File: config.mk
export PLATFORM = sky130hd
export DESIGN_NAME = msvis_val_cell
export DESIGN_NICKNAME = d
export VERILOG_FILES = /design/src/rtl/msvis_pkg.sv /design/src/rtl/msvis_val_cell.sv
export SDC_FILE = /design/constraint.sdc
export NUM_CORES = 1
export LEC_CHECK = 0
export BUFFER_PORTS_ARGS = -buffer_cell sky130_fd_sc_hd__buf_2
export CORE_MARGIN = 5
export CORE_UTILIZATION = 43
export CTS_CLUSTER_SIZE = 12
export DETAILED_ROUTE_END_ITERATION = 12
export PLACE_DENSITY = 0.8
export SLEW_MARGIN = 20
export SYNTH_ARGS = -nofsm -noshare
export SYNTH_HDL_FRONTEND = slang
export SYNTH_SLANG_ARGS = --single-unit
File: constraint.sdc
create_clock -name clk -period 6.2 [get_ports clk]
set_input_delay 0.31 -clock clk [delete_from_list [all_inputs] [get_ports clk]]
set_output_delay 0.31 -clock clk [all_outputs]
set_load 0.1 [all_outputs]
File: src/rtl/msvis_pkg.sv
// shared types and codes for the multiset value index store
// no dependencies
package msvis_pkg;

	typedef enum logic [1:0] {
		OP_ADD    = 2'd0,
		OP_REMOVE = 2'd1,
		OP_SEARCH = 2'd2,
		OP_COUNT  = 2'd3
	} op_t;

	typedef enum logic [3:0] {
		S_IDLE,
		S_FIND1,
		S_COUNT1,
		S_ADD,
		S_FIRST,
		S_SHIFT,
		S_FIND2,
		S_COUNT2,
		S_DONE
	} state_t;

	typedef struct packed {
		logic write;
		logic shift;
		logic dec;
	} idx_cmd_t;

	typedef struct packed {
		logic write;
		logic shift;
	} val_cmd_t;

endpackage

File: src/rtl/msvis_val_cell.sv
// one cell of the distinct value chain
// depends on msvis_pkg
module msvis_val_cell import msvis_pkg::*; #(
	parameter int SW  = 6,
	parameter int DW  = 7,
	parameter int IDX = 0,
	parameter bit LAST = 1'b0
) (
	input  logic              clk,
	input  val_cmd_t          cmd,
	input  logic [DW-1:0]     fill,
	input  logic [SW-1:0]     slot,
	input  logic [31:0]       wr_value,
	input  logic [31:0]       next_value,
	output logic [31:0]       value,
	output logic              hit
);

	logic [31:0] value_q;

	assign value = value_q;
	assign hit   = (value_q == wr_value) && (DW'(IDX) < fill);

	always_ff @(posedge clk) begin
		if (cmd.write && fill == DW'(IDX)) begin
			value_q <= wr_value;
		end else if (cmd.shift && !LAST && SW'(IDX) >= slot) begin
			value_q <= next_value;
		end
	end

endmodule

=== Yosys cells after proc, flatten, opt, wreduce, memory -nomap -nowiden ===
Cells that the tools add are included.
Widths: inputs -> output; s select.

* Output and inout port bits: 33
* Input bits: 80
* Register bits: 32

* Reduce and logical (&&, ||, !) cells: 5
* Order comparisons: 2
* Muxes and demuxes: 2
* Eq/ne operators: 1

{| class="wikitable"
|+ Operator list
! kind !! number
|-
| $mux 32 || 2
|-
| $eq 32x32->1 || 1
|-
| $logic_not 7->1 || 1
|-
| $lt 1x7->1 const A || 1
|-
| $ge 1x6->1 const A || 1
|-
| $logic_and 1x1->1 || 3
|-
| $reduce_bool 2->1 || 1
|}

=== Depth between registers and ports, before layout ===
* Word-level depth: 4
* Gate-level depth with buffers: 5

=== Worst setup path before layout ===
Ideal clock, no wire load.

* Kind: input -> register
* Start: input slot[2]
* End: register value_q[0], in the netlist value[0], enable pin
* Path slack: 1.393 ns
* Arrival: 4.296 ns
* Stages on the path: 2
* Cell sequence: or4b_2 o41ai_1

* Word-level cells in the longest chain between the ends: 3

{| class="wikitable"
|+ RTL lines
! what !! RTL line !! source
|-
| start: declaration || msvis_val_cell.sv:12 || <nowiki>input logic [SW-1:0] slot,</nowiki>
|-
| $ge 1x6->1 || msvis_val_cell.sv:27 || <nowiki>end else if (cmd.shift && !LAST && SW'(IDX) >= slot) begin</nowiki>
|-
| $logic_and 1x1->1 || msvis_val_cell.sv:27 ||
|-
| $reduce_bool 2->1 (no source line) || -- ||
|-
| end signal: assignment || msvis_val_cell.sv:26 || <nowiki>value_q <= wr_value;</nowiki>
|-
| end signal: assignment || msvis_val_cell.sv:28 || <nowiki>value_q <= next_value;</nowiki>
|-
| end: declaration || msvis_val_cell.sv:19 || <nowiki>logic [31:0] value_q;</nowiki>
|}

Every way passes these cells.
A chain may end at the register's enable or synchronous reset.

=== Worst setup path after layout ===
* Start: input fill[3]
* End: register value_q[9], in the netlist value[9], enable pin

* Word-level cells in the longest chain between the ends: 3

{| class="wikitable"
|+ RTL lines
! what !! RTL line !! source
|-
| start: declaration || msvis_val_cell.sv:11 || <nowiki>input logic [DW-1:0] fill,</nowiki>
|-
| $logic_not 7->1 || msvis_val_cell.sv:25 || <nowiki>if (cmd.write && fill == DW'(IDX)) begin</nowiki>
|-
| $logic_and 1x1->1 || msvis_val_cell.sv:25 ||
|-
| $reduce_bool 2->1 (no source line) || -- ||
|}

Every way passes these cells.

==> impl_metrics.tcl <==
set metrics [dict create \
    layout_common_cells "buf_2, edfxtp_1, mux2_4, xor2_1, nor4_1" \
    cp_data_required_time_ns 6.13 \
    dieArea_mm2 0.005766 \
    fp.dieW_um 75.94 \
    arrival_ns 2.39 \
    antenna_found_initial 0 \
    placed_area_mm2 0.002476 \
    cpMaxStageDelayCell "nand2_2" \
    grt_pass1_wl_um 6989 \
    slew_viol_final 0 \
    core_mm2 0.004294 \
    syn_to_final_growth_pct 36.75 \
    clockBufferDepth 2 \
    maxCapViolCount 0 \
    clk_pin_slew_ns 0.06 \
    ctsHoldBuffers 0 \
    drc 0 \
    peakVddDrop_uv 101.6 \
    slowest_delay_ns 0.65 \
    critPathTopFamily "simple AND/OR/NAND/NOR gates" \
    drt-initial-drc-count 108 \
    yosys_warnings 0 \
    power_density_mw_per_mm2 180.7 \
    syn_nets 195 \
    diodes 0 \
    endpoint_kind "register" \
    port_buffers 112 \
    outcome "finished, final reports clean" \
    finalSetupViolCount 0 \
    cts_setup_buffers 0 \
    post-route-util_pct 59.53 \
    nNetsFinal 312 \
    netlist.area_leader.share_pct 51.41 \
    synth_seq_cells 32 \
    syn_area_per_cell_um2 16.25 \
    gp_congestion 0.7600 \
    tns_ns 0 \
    dr.pass1.iters 4 \
    leakage_uw 0.001217 \
    yosys.area.top_type "edfxtp_1" \
    detail-route-antenna-nets 0 \
    netlist_top_cells_area "edfxtp_1, mux2_4, xor2_1" \
    critPathBufInv 2 \
    drt-total-wl_um 4442 \
    root_buffer "clkbuf_8" \
    dp.cells 277 \
    pin_count 113 \
    timing.final.hold_violations 0 \
    clock.fmax_mhz 405.9 \
    grtUsageTotal_pct 14.89 \
    path_class "input pin to register" \
    ys_types 14 \
    synth_seq_area_share_pct 51.41 \
    syn-cell-area_mm2 0.001869 \
    crit_chain "buf_2, or4_4, nor4_4, nand2_2, o41ai_2, buf_4" \
    min_period_ns 2.464 \
    final-instance-count-excl-fill 285 \
    grt_pass1_vias 1460 \
    vias 1378 \
    cts_buffers 5 \
    slew_headroom_pct 28.94 \
    synthesis.instances 115 \
    htreeDepth 2 \
    overflow 0 \
    cp_max_fo 33 \
    via_per_inst 4.835 \
    hold_class "input pin to register" \
    start_util_pct 43.53 \
    grt_max_degree 34 \
    finalCritPeriodShare_pct 39.74 \
    final_common_cell "buf_2" \
    drive_gt1_share_pct 66.52 \
    largest_register_ff_count 32 \
    rows 24 \
    rsz0062_at_grt "false" \
    final_area_mm2 0.002556 \
    crit_path_start_kind "input pin" \
    wl_per_cell_um 15.59 \
    die_h_um 75.94 \
    worst_slew_pin_slew_ns 1.062 \
    post_cts_resized 0 \
    clock-sinks 32 \
    tritoncts "yes" \
]
-- logic make-up after synthesis --
group / count (synthesis) / synth area share [%]
AO/OA/AOI/OAI: 1 / 0.4686
XOR/XNOR: 32 / 14.99
buffers and inverters: 3 / 1.807
flip-flops: 32 / 51.41
multiplexers: 32 / 25.10
AND/OR/NAND/NOR: 15 / 6.225
-- power breakdown --
part | switching (uW) | internal, uW | total (uW)
Sequential | 1.32 | 241 | 242
Combinational | 37.3 | 39.4 | 76.8
Clock | 65.3 | 77.9 | 143
Total | 104 | 358 | 462
-- Yosys cell counts, drive strengths merged --
| master | instances |
|---|---|
| buf | 3 |
| edfxtp | 32 |
| mux2 | 32 |
| nand2 | 1 |
| nand3 | 1 |
| nand4 | 2 |
| nor4 | 9 |
| o41ai | 1 |
| or4 | 1 |
| or4b | 1 |
| xnor2 | 4 |
| xor2 | 28 |
-- through the flow --
| stage | hold WS (ns) | setup WS, ns | power (uW) |
|---|---|---|---|
| 4_1_cts | 0.3332 | 3.697 | 467.4 |
| 3_5_place_dp | 0.6157 | 3.416 | 323.6 |
| 6_report | 0.3431 | 3.736 | 461.9 |
| 5_1_grt | 0.3353 | 3.579 | 482.0 |
| 3_3_place_gp | 0.6130 | 3.509 | 322.4 |
| 2_1_floorplan | 0.5275 | 1.393 | 287.7 |
-- final timing paths --
| path | startpoint | to | slack (ns) | depth (start not counted) |
|---|---|---|---|---|
| min | next_value[29] | value[29] | 0.34 | 2 |
| max | fill[3] | value[9] | 3.74 | 6 |
-- per-layer routing --
layer	wire [um]	GRT usage, %
met5	0	0
met4	78	5.516
met3	331	4.976
met2	2303	25.68
met1	1728	16.89
-- area by class of cell --
type                            count  area, um^2
Fill cell                         346        1738
Sequential cell                    32       960.9
Clock inverter                      1       3.754
Multi-Input combinational cell     80       882.1
Tap cell                           52       65.06
Timing Repair Buffer              113       568.0
Clock buffer                        7       76.32
Power figures use the tool's default switching activity.
