`config.mk`:
```
export PLATFORM = sky130hd
export DESIGN_NAME = msvis_idx_cell
export DESIGN_NICKNAME = d
export VERILOG_FILES = /design/src/rtl/msvis_pkg.sv /design/src/rtl/msvis_idx_cell.sv
export SDC_FILE = /design/constraint.sdc
export NUM_CORES = 1
export LEC_CHECK = 0
export BUFFER_PORTS_ARGS = -buffer_cell sky130_fd_sc_hd__buf_2
export CELL_PAD_IN_SITES_DETAIL_PLACEMENT = 2
export CELL_PAD_IN_SITES_GLOBAL_PLACEMENT = 2
export CORE_ASPECT_RATIO = 1.5
export CORE_MARGIN = 4
export CORE_UTILIZATION = 25
export CTS_CLUSTER_DIAMETER = 150
export DETAILED_ROUTE_END_ITERATION = 8
export GPL_TIMING_DRIVEN = 0
export PLACE_DENSITY = 0.77
export SETUP_SLACK_MARGIN = 0.02
export SLEW_MARGIN = 20
export SYNTH_ARGS = -nofsm -noshare
export SYNTH_HDL_FRONTEND = slang
export SYNTH_SLANG_ARGS = --single-unit
export TNS_END_PERCENT = 20
```
`constraint.sdc`:
```
create_clock -name clk -period 4 [get_ports clk]
set_clock_uncertainty 0.2 [all_clocks]
set_input_delay 0.2 -clock clk [delete_from_list [all_inputs] [get_ports clk]]
set_output_delay 0.2 -clock clk [all_outputs]
set_load 0.02 [all_outputs]
```
`src/rtl/msvis_pkg.sv`:
```
// shared types and codes for the multiset value index store
// no dependencies
package msvis_pkg;

	typedef enum logic [1:0] {
		OP_ADD    = 2'd0,
		OP_REMOVE = 2'd1,
		OP_SEARCH = 2'd2,
		OP_COUNT  = 2'd3
	} op_t;

	typedef enum logic [3:0] {
		S_IDLE,
		S_FIND1,
		S_COUNT1,
		S_ADD,
		S_FIRST,
		S_SHIFT,
		S_FIND2,
		S_COUNT2,
		S_DONE
	} state_t;

	typedef struct packed {
		logic write;
		logic shift;
		logic dec;
	} idx_cmd_t;

	typedef struct packed {
		logic write;
		logic shift;
	} val_cmd_t;

endpackage

```
`src/rtl/msvis_idx_cell.sv`:
```
// one cell of the occurrence index chain
// depends on msvis_pkg
module msvis_idx_cell import msvis_pkg::*; #(
	parameter int SW  = 6,
	parameter int CW  = 9,
	parameter int TAW = 8,
	parameter int IDX = 0,
	parameter bit LAST = 1'b0
) (
	input  logic              clk,
	input  idx_cmd_t          cmd,
	input  logic [CW-1:0]     fill,
	input  logic [TAW-1:0]    pos,
	input  logic [SW-1:0]     slot,
	input  logic [SW-1:0]     wr_slot,
	input  logic [SW-1:0]     next_idx,
	output logic [SW-1:0]     idx,
	output logic              hit
);

	logic [SW-1:0] idx_q;
	logic [SW-1:0] moved;

	assign idx = idx_q;
	assign hit = (idx_q == slot) && (CW'(IDX) < fill);

	always_comb begin
		moved = (!LAST && TAW'(IDX) >= pos) ? next_idx : idx_q;
		if (cmd.dec && moved > slot) begin
			moved = moved - SW'(1);
		end
	end

	always_ff @(posedge clk) begin
		if (cmd.write && fill == CW'(IDX)) begin
			idx_q <= wr_slot;
		end else if (cmd.shift) begin
			idx_q <= moved;
		end
	end

endmodule

```
# Yosys cells after proc, flatten, opt, wreduce, memory -nomap -nowiden
# Cells that the tools add are included.
totals:
  output_inout_bits: 7
  in_bits: 39
  ff_bits: 6
  wordCells: 15
op_classes:
  mux: 4
  eq_ne: 1
  add_sub_neg: 1
  reduce_logical: 5
  n_lt_le_gt_ge: 3
ops:
  columns: ["op", "n"]
  rows:
  - ["two-way mux 6 bit", 4]
  - ["zero test 9 bit", 1]
  - ["less-than comparator 1 x 9 -> 1 bit, first input constant", 1]
  - [">= comparator 1 x 8 -> 1 bit, first input constant", 1]
  - ["== test 6 bit", 1]
  - ["greater-than comparator 6 bit", 1]
  - ["subtractor 6 x 1 -> 6 bit, second input constant", 1]
  - ["logical AND 1 bit", 3]
  - ["nonzero test 2 bit", 1]

# Logic depth before layout (Yosys ltp)
# Gate-level depths: netlist of run 1.
depth:
  ltp_word: 7
  depth_mapped: 11

# Worst setup path before layout of run 1
# No wires, ideal clock.
synth_path:
  path_type: "in2reg"
  start: "input pos[0]"
  end: "register idx_q[1], in the netlist idx[1] (data pin)"
  t_required_ns: 3.539
  path_buffers: 0
  path_stages: 11
  arrival_ns: 2.731
  setup_ns: 0.261
  setup_slack_ns: 0.809
  path_cell_list: "nor4_2 -> nand2_4 -> mux2i_1 -> inv_1 -> ha_1 -> or3b_2 -> a211oi_2 -> nor2_4 -> o21a_4 -> a31oi_1 -> o31ai_1"
synth_via:
  elab_chain_len: 7
synth_rtl:
  columns: ["item", "line", "source"]
  rows:
  - ["start: declaration", "msvis_idx_cell.sv:13", "input logic [TAW-1:0] pos,"]
  - [">= comparator 1 x 8 -> 1 bit *", "msvis_idx_cell.sv:28", "moved = (!LAST && TAW'(IDX) >= pos) ? next_idx : idx_q;"]
  - ["two-way mux 6 bit *", "msvis_idx_cell.sv:28", null]
  - ["greater-than comparator 6 bit", "msvis_idx_cell.sv:29", "if (cmd.dec && moved > slot) begin"]
  - ["logical AND 1 bit", "msvis_idx_cell.sv:29", null]
  - ["two-way mux 6 bit *", "msvis_idx_cell.sv:29", null]
  - ["two-way mux 6 bit *", "msvis_idx_cell.sv:37", "end else if (cmd.shift) begin"]
  - ["two-way mux 6 bit *", "msvis_idx_cell.sv:35", "if (cmd.write && fill == CW'(IDX)) begin"]
  - ["end signal: assignment", "msvis_idx_cell.sv:36", "idx_q <= wr_slot;"]
  - ["end signal: assignment", "msvis_idx_cell.sv:38", "idx_q <= moved;"]
  - ["end: declaration", "msvis_idx_cell.sv:21", "logic [SW-1:0] idx_q;"]
# Mark *: on every way between the ends. The rest lies on a longest branch, timed or not. The select of a mux whose other input is x is not followed.
# A chain may end at the register's enable or synchronous reset.

# Final worst setup path of run 1
layout_path:
  start: "input pos[4]"
  end: "register idx_q[0], in the netlist idx[0] (data pin)"
# Same word-level chain as after synthesis.

==> results of run 1 <==
[worst max-delay path, delay by kind of cell]
family,cells,cell delay [ps]
adder cells (fa/ha/maj),1,330
AO/OA/AOI/OAI,3,830
AND/OR/NAND/NOR,5,1480
multiplexers,1,370
buffers and inverters,2,200
[layout by cell type (no fill, tap or decap), types with 2 or more instances in the layout]
master    instances
a211oi_1          6
a21oi_1           3
a31oi_1           6
and2_1            5
and3_1            2
buf_2            47
clkbuf_8          3
edfxtp_1          6
ha_1              5
inv_1             7
mux2_2            2
mux2i_1           3
nand2_1           6
nand2b_1          3
nand3_1           4
nand4_1           2
nor2_1            7
nor2b_1           2
nor3_1            6
nor4_1            2
nor4_2            2
o21ai_0           5
o22ai_1           2
o31ai_1           2
or4_1             4
xnor2_1           4
[power breakdown]
part | total (W) | internal (W) | switching (W)
Combinational | 0.000157 | 0.0000648 | 0.0000927
Sequential | 0.0000898 | 0.0000799 | 0.00000988
Clock | 0.0000943 | 0.0000649 | 0.0000294
[kinds of logic after synthesis]
logic type	after synthesis	synth area share
simple gates	50	0.309
compound gates	37	0.294
mux	6	0.0696
xor+xnor	4	0.0361
fa+ha+maj	5	0.0644
flops	6	0.186
buf+inv	10	0.0412
[per-layer routing]
layer	vias to the layer above	part of all wire	wire length, µm
li1	564	-	-
met1	595	0.35	1490
met2	39	0.58	2470
met3	14	0.031	131
met4	0	0.034	142
met5	-	0	0
[cell type report]
class	count	area, µm²
fill	453	2420
multi-input combinational	102	751
timing repair buffer	45	225
sequential	6	180
tap	43	53.8
clock buffer	3	41.3
inverter	7	26.3
buffer	3	13.8
[how the worst max path moves through the flow]
stage | start | to | slack [ps] | cells after the start
4_1_cts | pos[4] | idx[0]$_DFFE_PP_ | 270 | 12
5_1_grt | pos[0] | idx[3]$_DFFE_PP_ | 40 | 12
6_report | pos[4] | idx[0]$_DFFE_PP_ | 330 | 12
3_3_place_gp | pos[4] | idx[1]$_DFFE_PP_ | 300 | 12
3_5_place_dp | pos[4] | idx[0]$_DFFE_PP_ | 140 | 12
2_1_floorplan | pos[0] | idx[1]$_DFFE_PP_ | 810 | 11
[cells in the mapped netlist, types with 3 or more instances]
library cell,count
nand2b_1,3
nor2_1,7
xnor2_1,4
ha_1,5
inv_1,7
nor3_1,6
mux2i_1,3
edfxtp_1,6
a31oi_1,6
a21oi_1,3
nand2_1,6
and2_1,5
o21ai_0,5
or4_1,4
a211oi_1,6
nand3_1,4
[through the flow]
step	power, W	util	setup slack [ps]
3_3_place_gp	0.000237	0.336	300
6_report	0.000342	0.347	334
5_1_grt	0.000357	0.347	43.9
2_1_floorplan	0.000183	-	809
3_5_place_dp	0.000247	0.336	140
4_1_cts	0.000340	0.347	268
==> run metrics, run 1 <==
outcome=complete, no violations; total track usage=0.172; Rows=27; Worst Tran Pin Value=622 ps; core area=0.00372 mm²; GR Layer Usage met1=0.162; # hold bufs at CTS=0; Post CTS Setup Buffer Count=0; Synth top area share=0.186; RR Endpoint=idx[0]$_DFFE_PP_; Initial Utilization=0.261; CP max stage cell=nor4_2; hold wc startpoint=wr_slot[1]; fmax=273 MHz; dpl cell area=0.00125 mm²; ant diodes=0; Crit Path Max Fanout=10; yosys warns=0; nets=212; PD cells=265 mW/mm²; critical path class=primary input to flop; ys flop type=edfxtp_1; Die Area=0.00497 mm²; met2 Usage GRT=0.349; clk sinks=6; Syn Inst Count=118; R2R setup slack=820 ps; post-synth top area cell=edfxtp_1; post-synthesis to final-layout area growth=33.0%; Avg Synthesized Cell Area=8.23 µm²; final hold viol count=0; via count=1212; Slowest Stage Delay on Critical Path=540 ps; EDFF count, synth=6; initial antenna violation count=0; Setup crit start kind=primary input; DP HPWL=3560 µm; TritonCTS clock tree=yes; Die Span Y=84.3 µm; Post-CTS Resized=0; syn_nets=162; first-pass GRT wire length=6600 µm; ys async rst share=0; Boundary Pins=46; hold path depth=3; Die W=58.9 µm; synthesized flop and latch total=6; htree depth=1; clk_lat worst skew=230 ps; CP endpoint kind=flop; synthesized cell area=971 µm²; Hold Worst Slack=53.9 ps; Leak=0.578 nW; Vias/cell=5.80; WL/cell=20.3 µm; count of buffers from port buffering=45; GRT overflow=0; hold path endpoint=idx[1]$_DFFE_PP_; Non-Filler Instances=209; DRT Wirelength=4240 µm; TritonRoute pass-1 iters=4; Num CTS Buffers=3; max_cap viols=0; fin crit share=0.916; layout cells sized above 1=0.380; met3 Track Usage GR=0.00615; Final Wtd Congestion=0.775; slew margin rel.=0.581; post-synthesis sequential area ratio=0.186; DRT antenna net count=0; class of the worst hold path=primary input to flop; root buffer cell=clkbuf_8; distinct cell type count after synthesis=45; initial drt markers=51; setup tns final=0 ps; vias in the first global route=1420; RSZ-0062 raised after global routing=false; max reg flops=6; reg2reg start=idx[5]$_DFFE_PP_; worst vdd ir=105 µV; largest net degree at the start of global routing=11; crit path time final=3670 ps; drt drc=0; Worst EP required=3760 ps; top post-synthesis cells by area=edfxtp_1 (19%), ha_1 (6.4%), a211oi_1 (4.6%), a31oi_1 (3.9%), xnor2_1 (3.6%); Final Setup Violations=0; GRT Max-Usage Layer=met2; final instance area=0.00129 mm²; maximum clock insertion buffer count=2; Arr. time, crit path=3420 ps; critical path, cell by cell=buf_2, nor4_2, nand2_4, mux2i_1, inv_1, ha_1, nor2b_1, and4_1, a311oi_2, nand2_1, a31oi_1, a211oi_1; Worst-path clk slew=30 ps; max-slew violation count=0; Placed Cells incl. Taps=206; R2R depth=9
Power figures use the tool's default switching activity.
==> run 2, diff against run 1 <==
--- a/config.mk
+++ b/config.mk
@@ -20,4 +20,4 @@
 export SYNTH_ARGS = -nofsm -noshare
 export SYNTH_HDL_FRONTEND = slang
 export SYNTH_SLANG_ARGS = --single-unit
-export TNS_END_PERCENT = 20
+export TNS_END_PERCENT = 50
==> constraint.sdc (replaced) <==
create_clock -name clk -period 3.69 [get_ports clk]
set_clock_uncertainty 0.2 [all_clocks]
set_input_delay 0.1845 -clock clk [delete_from_list [all_inputs] [get_ports clk]]
set_output_delay 0.1845 -clock clk [all_outputs]
set_load 0.01 [all_outputs]
==> run 2 against run 1 <==
Effect of this change: non-clock buffer count did not move; critical path depth is the same; final area up 1.6%; first-iteration DRC count is 20% lower; critical path type unchanged.
==> run metrics, run 2 (same netlist as run 1, synthesis figures left out) <==
total track usage=0.171 (was 0.172); drt drc=0 (unchanged); max reg flops=6 (unchanged); critical path, cell by cell=buf_2, nor4_4, nand2_4, mux2i_2, inv_1, ha_1, nor2b_1, and4_1, a311oi_2, nand2_1, a31oi_1, a211oi_1 (was buf_2, nor4_2, nand2_4, mux2i_1, inv_1, ha_1, nor2b_1, and4_1, a311oi_2, nand2_1, a31oi_1, a211oi_1); class of the worst hold path=primary input to flop (unchanged); initial antenna violation count=0 (unchanged); slew margin rel.=0.581 (about the same); crit path to=idx[0]$_DFFE_PP_ (unchanged); # hold bufs at CTS=0 (unchanged); clk sinks=6 (unchanged); maximum clock insertion buffer count=2 (unchanged); Die Span Y=84.3 µm (unchanged); R2R setup slack=580 ps (was 820 ps); Register Area=180 µm² (unchanged); vias in the first global route=1413 (was 1420); root buffer cell=clkbuf_8 (unchanged); DP HPWL=3560 µm (unchanged); Rows=27 (unchanged); Final Wtd Congestion=0.775 (unchanged); first-pass GRT wire length=6570 µm (was 6600 µm); most common cell after layout, fill and taps aside=buf_2 (unchanged); final hold viol count=0 (unchanged); Vias/cell=5.83 (was 5.80); ant diodes=0 (unchanged); worst setup margin=261 ps (was 334 ps); outcome=complete, no violations (unchanged); crit path launch=pos[4] (unchanged); CP max stage cell=a311oi_2 (was nor4_2); Initial Utilization=0.261 (unchanged); clk_lat worst skew=230 ps (about the same); largest net degree at the start of global routing=11 (unchanged); R2R depth=9 (unchanged); TritonRoute pass-1 iters=4 (unchanged); TritonCTS clock tree=yes (unchanged); max_cap viols=0 (unchanged); initial drt markers=41 (was 51); Boundary Pins=46 (unchanged); worst vdd ir=114 µV (was 105 µV); Die W=58.9 µm (unchanged); nets=212 (unchanged); CP endpoint kind=flop (unchanged); critical path class=primary input to flop (unchanged); crit path time final=3430 ps; footprint of the multi-input gates=772 µm² (was 751 µm²); Hold Worst Slack=38.7 ps (was 53.9 ps); fillers=449 (was 453); core area=0.00372 mm² (unchanged); Crit Path Max Fanout=10 (unchanged); Slowest Stage Delay on Critical Path=450 ps (was 540 ps); Setup crit start kind=primary input (unchanged); Die Area=0.00497 mm² (unchanged); fin crit share=0.929; DRT Wirelength=4240 µm (about the same); Worst-path clk slew=30 ps (about the same); most frequent cells in the layout=buf_2 (47), inv_1 (7), nor2_1 (7) (unchanged); fmax=292 MHz; setup tns final=0 ps (unchanged); reg2reg start=idx[5]$_DFFE_PP_ (unchanged); layout cells sized above 1=0.386 (was 0.380); htree depth=1 (unchanged); post-synthesis to final-layout area growth=35.2% (was 33.0%); Leak=0.576 nW (was 0.578 nW); WL/cell=20.3 µm (about the same); max-slew violation count=0 (unchanged); count of buffers from port buffering=45 (unchanged); DRT antenna net count=0 (unchanged); dpl ws=-154 ps (was 140 ps); via count=1218 (was 1212); Num CTS Buffers=3 (unchanged); Final Setup Violations=0 (unchanged); PD cells=280 mW/mm² (was 265 mW/mm²); Arr. time, crit path=3190 ps (was 3420 ps); RR Endpoint=idx[0]$_DFFE_PP_ (unchanged); RSZ-0062 raised after global routing=false (unchanged); Worst Tran Pin Value=623 ps (was 622 ps); Worst EP required=3450 ps (was 3760 ps); GRT overflow=0 (unchanged)
-- run 2: area by class of cell --
class                   count  area share
repair buffers             45       0.172
multi-input cells         102       0.588
plain buffers               3      0.0105
clock buffers               3      0.0315
well taps                  43      0.0410
flip-flops and latches      6       0.137
inverters                   7      0.0200
-- run 2: worst min-delay path by stage --
stage / start / to / slack, ps / cells after the start
6_report: wr_slot[1] / idx[1]$_DFFE_PP_ / 40 / 3
5_1_grt: wr_slot[1] / idx[1]$_DFFE_PP_ / 60 / 3
4_1_cts: wr_slot[1] / idx[1]$_DFFE_PP_ / 50 / 3
3_5_place_dp: wr_slot[1] / idx[1]$_DFFE_PP_ / 270 / 3
3_3_place_gp: wr_slot[1] / idx[1]$_DFFE_PP_ / 270 / 3
2_1_floorplan: wr_slot[1] / idx[1]$_DFFE_PP_ / 170 / 2
-- run 2: what timing repair did --
item,4_1_cts,5_1_grt
pin swaps,0,0
setup endpoints to repair,4,6
setup buffers,0,0
cloned,0,0
gates resized for setup,1,2
-- run 2: power by group --
| part | internal [W] | total (W) | switching [W] | leakage, nW |
|---|---|---|---|---|
| Sequential | 0.0000867 | 0.0000976 | 0.0000109 | 0.0603 |
| Clock | 0.0000703 | 0.000102 | 0.0000317 | 0.0216 |
| Combinational | 0.0000712 | 0.000168 | 0.0000964 | 0.494 |
| Total | 0.000228 | 0.000367 | 0.000139 | 0.576 |
-- run 2: per-layer routing --
metal / routed length (µm) / GRT usage
met3: 140 / 0.00615
met1: 1490 / 0.162
met5: 0 / 0
met4: 145 / 0.0845
met2: 2470 / 0.347
-- run 2: critical path: cells and delay by family --
kind	cells	cell delay (ps)
multiplexers	1	320
buffers and inverters	2	210
adder cells (fa/ha/maj)	1	330
AO/OA/AOI/OAI	3	820
AND/OR/NAND/NOR	5	1320
-- run 2: per-stage QoR --
step	utilization	instances	cell area [µm²]	power, W
after floorplan	-	118	971	0.000193
after global placement	0.336	206	1250	0.000251
after detailed placement	0.336	206	1250	0.000262
after CTS	0.350	209	1300	0.000363
after global routing	0.353	209	1310	0.000384
final	0.353	209	1310	0.000367
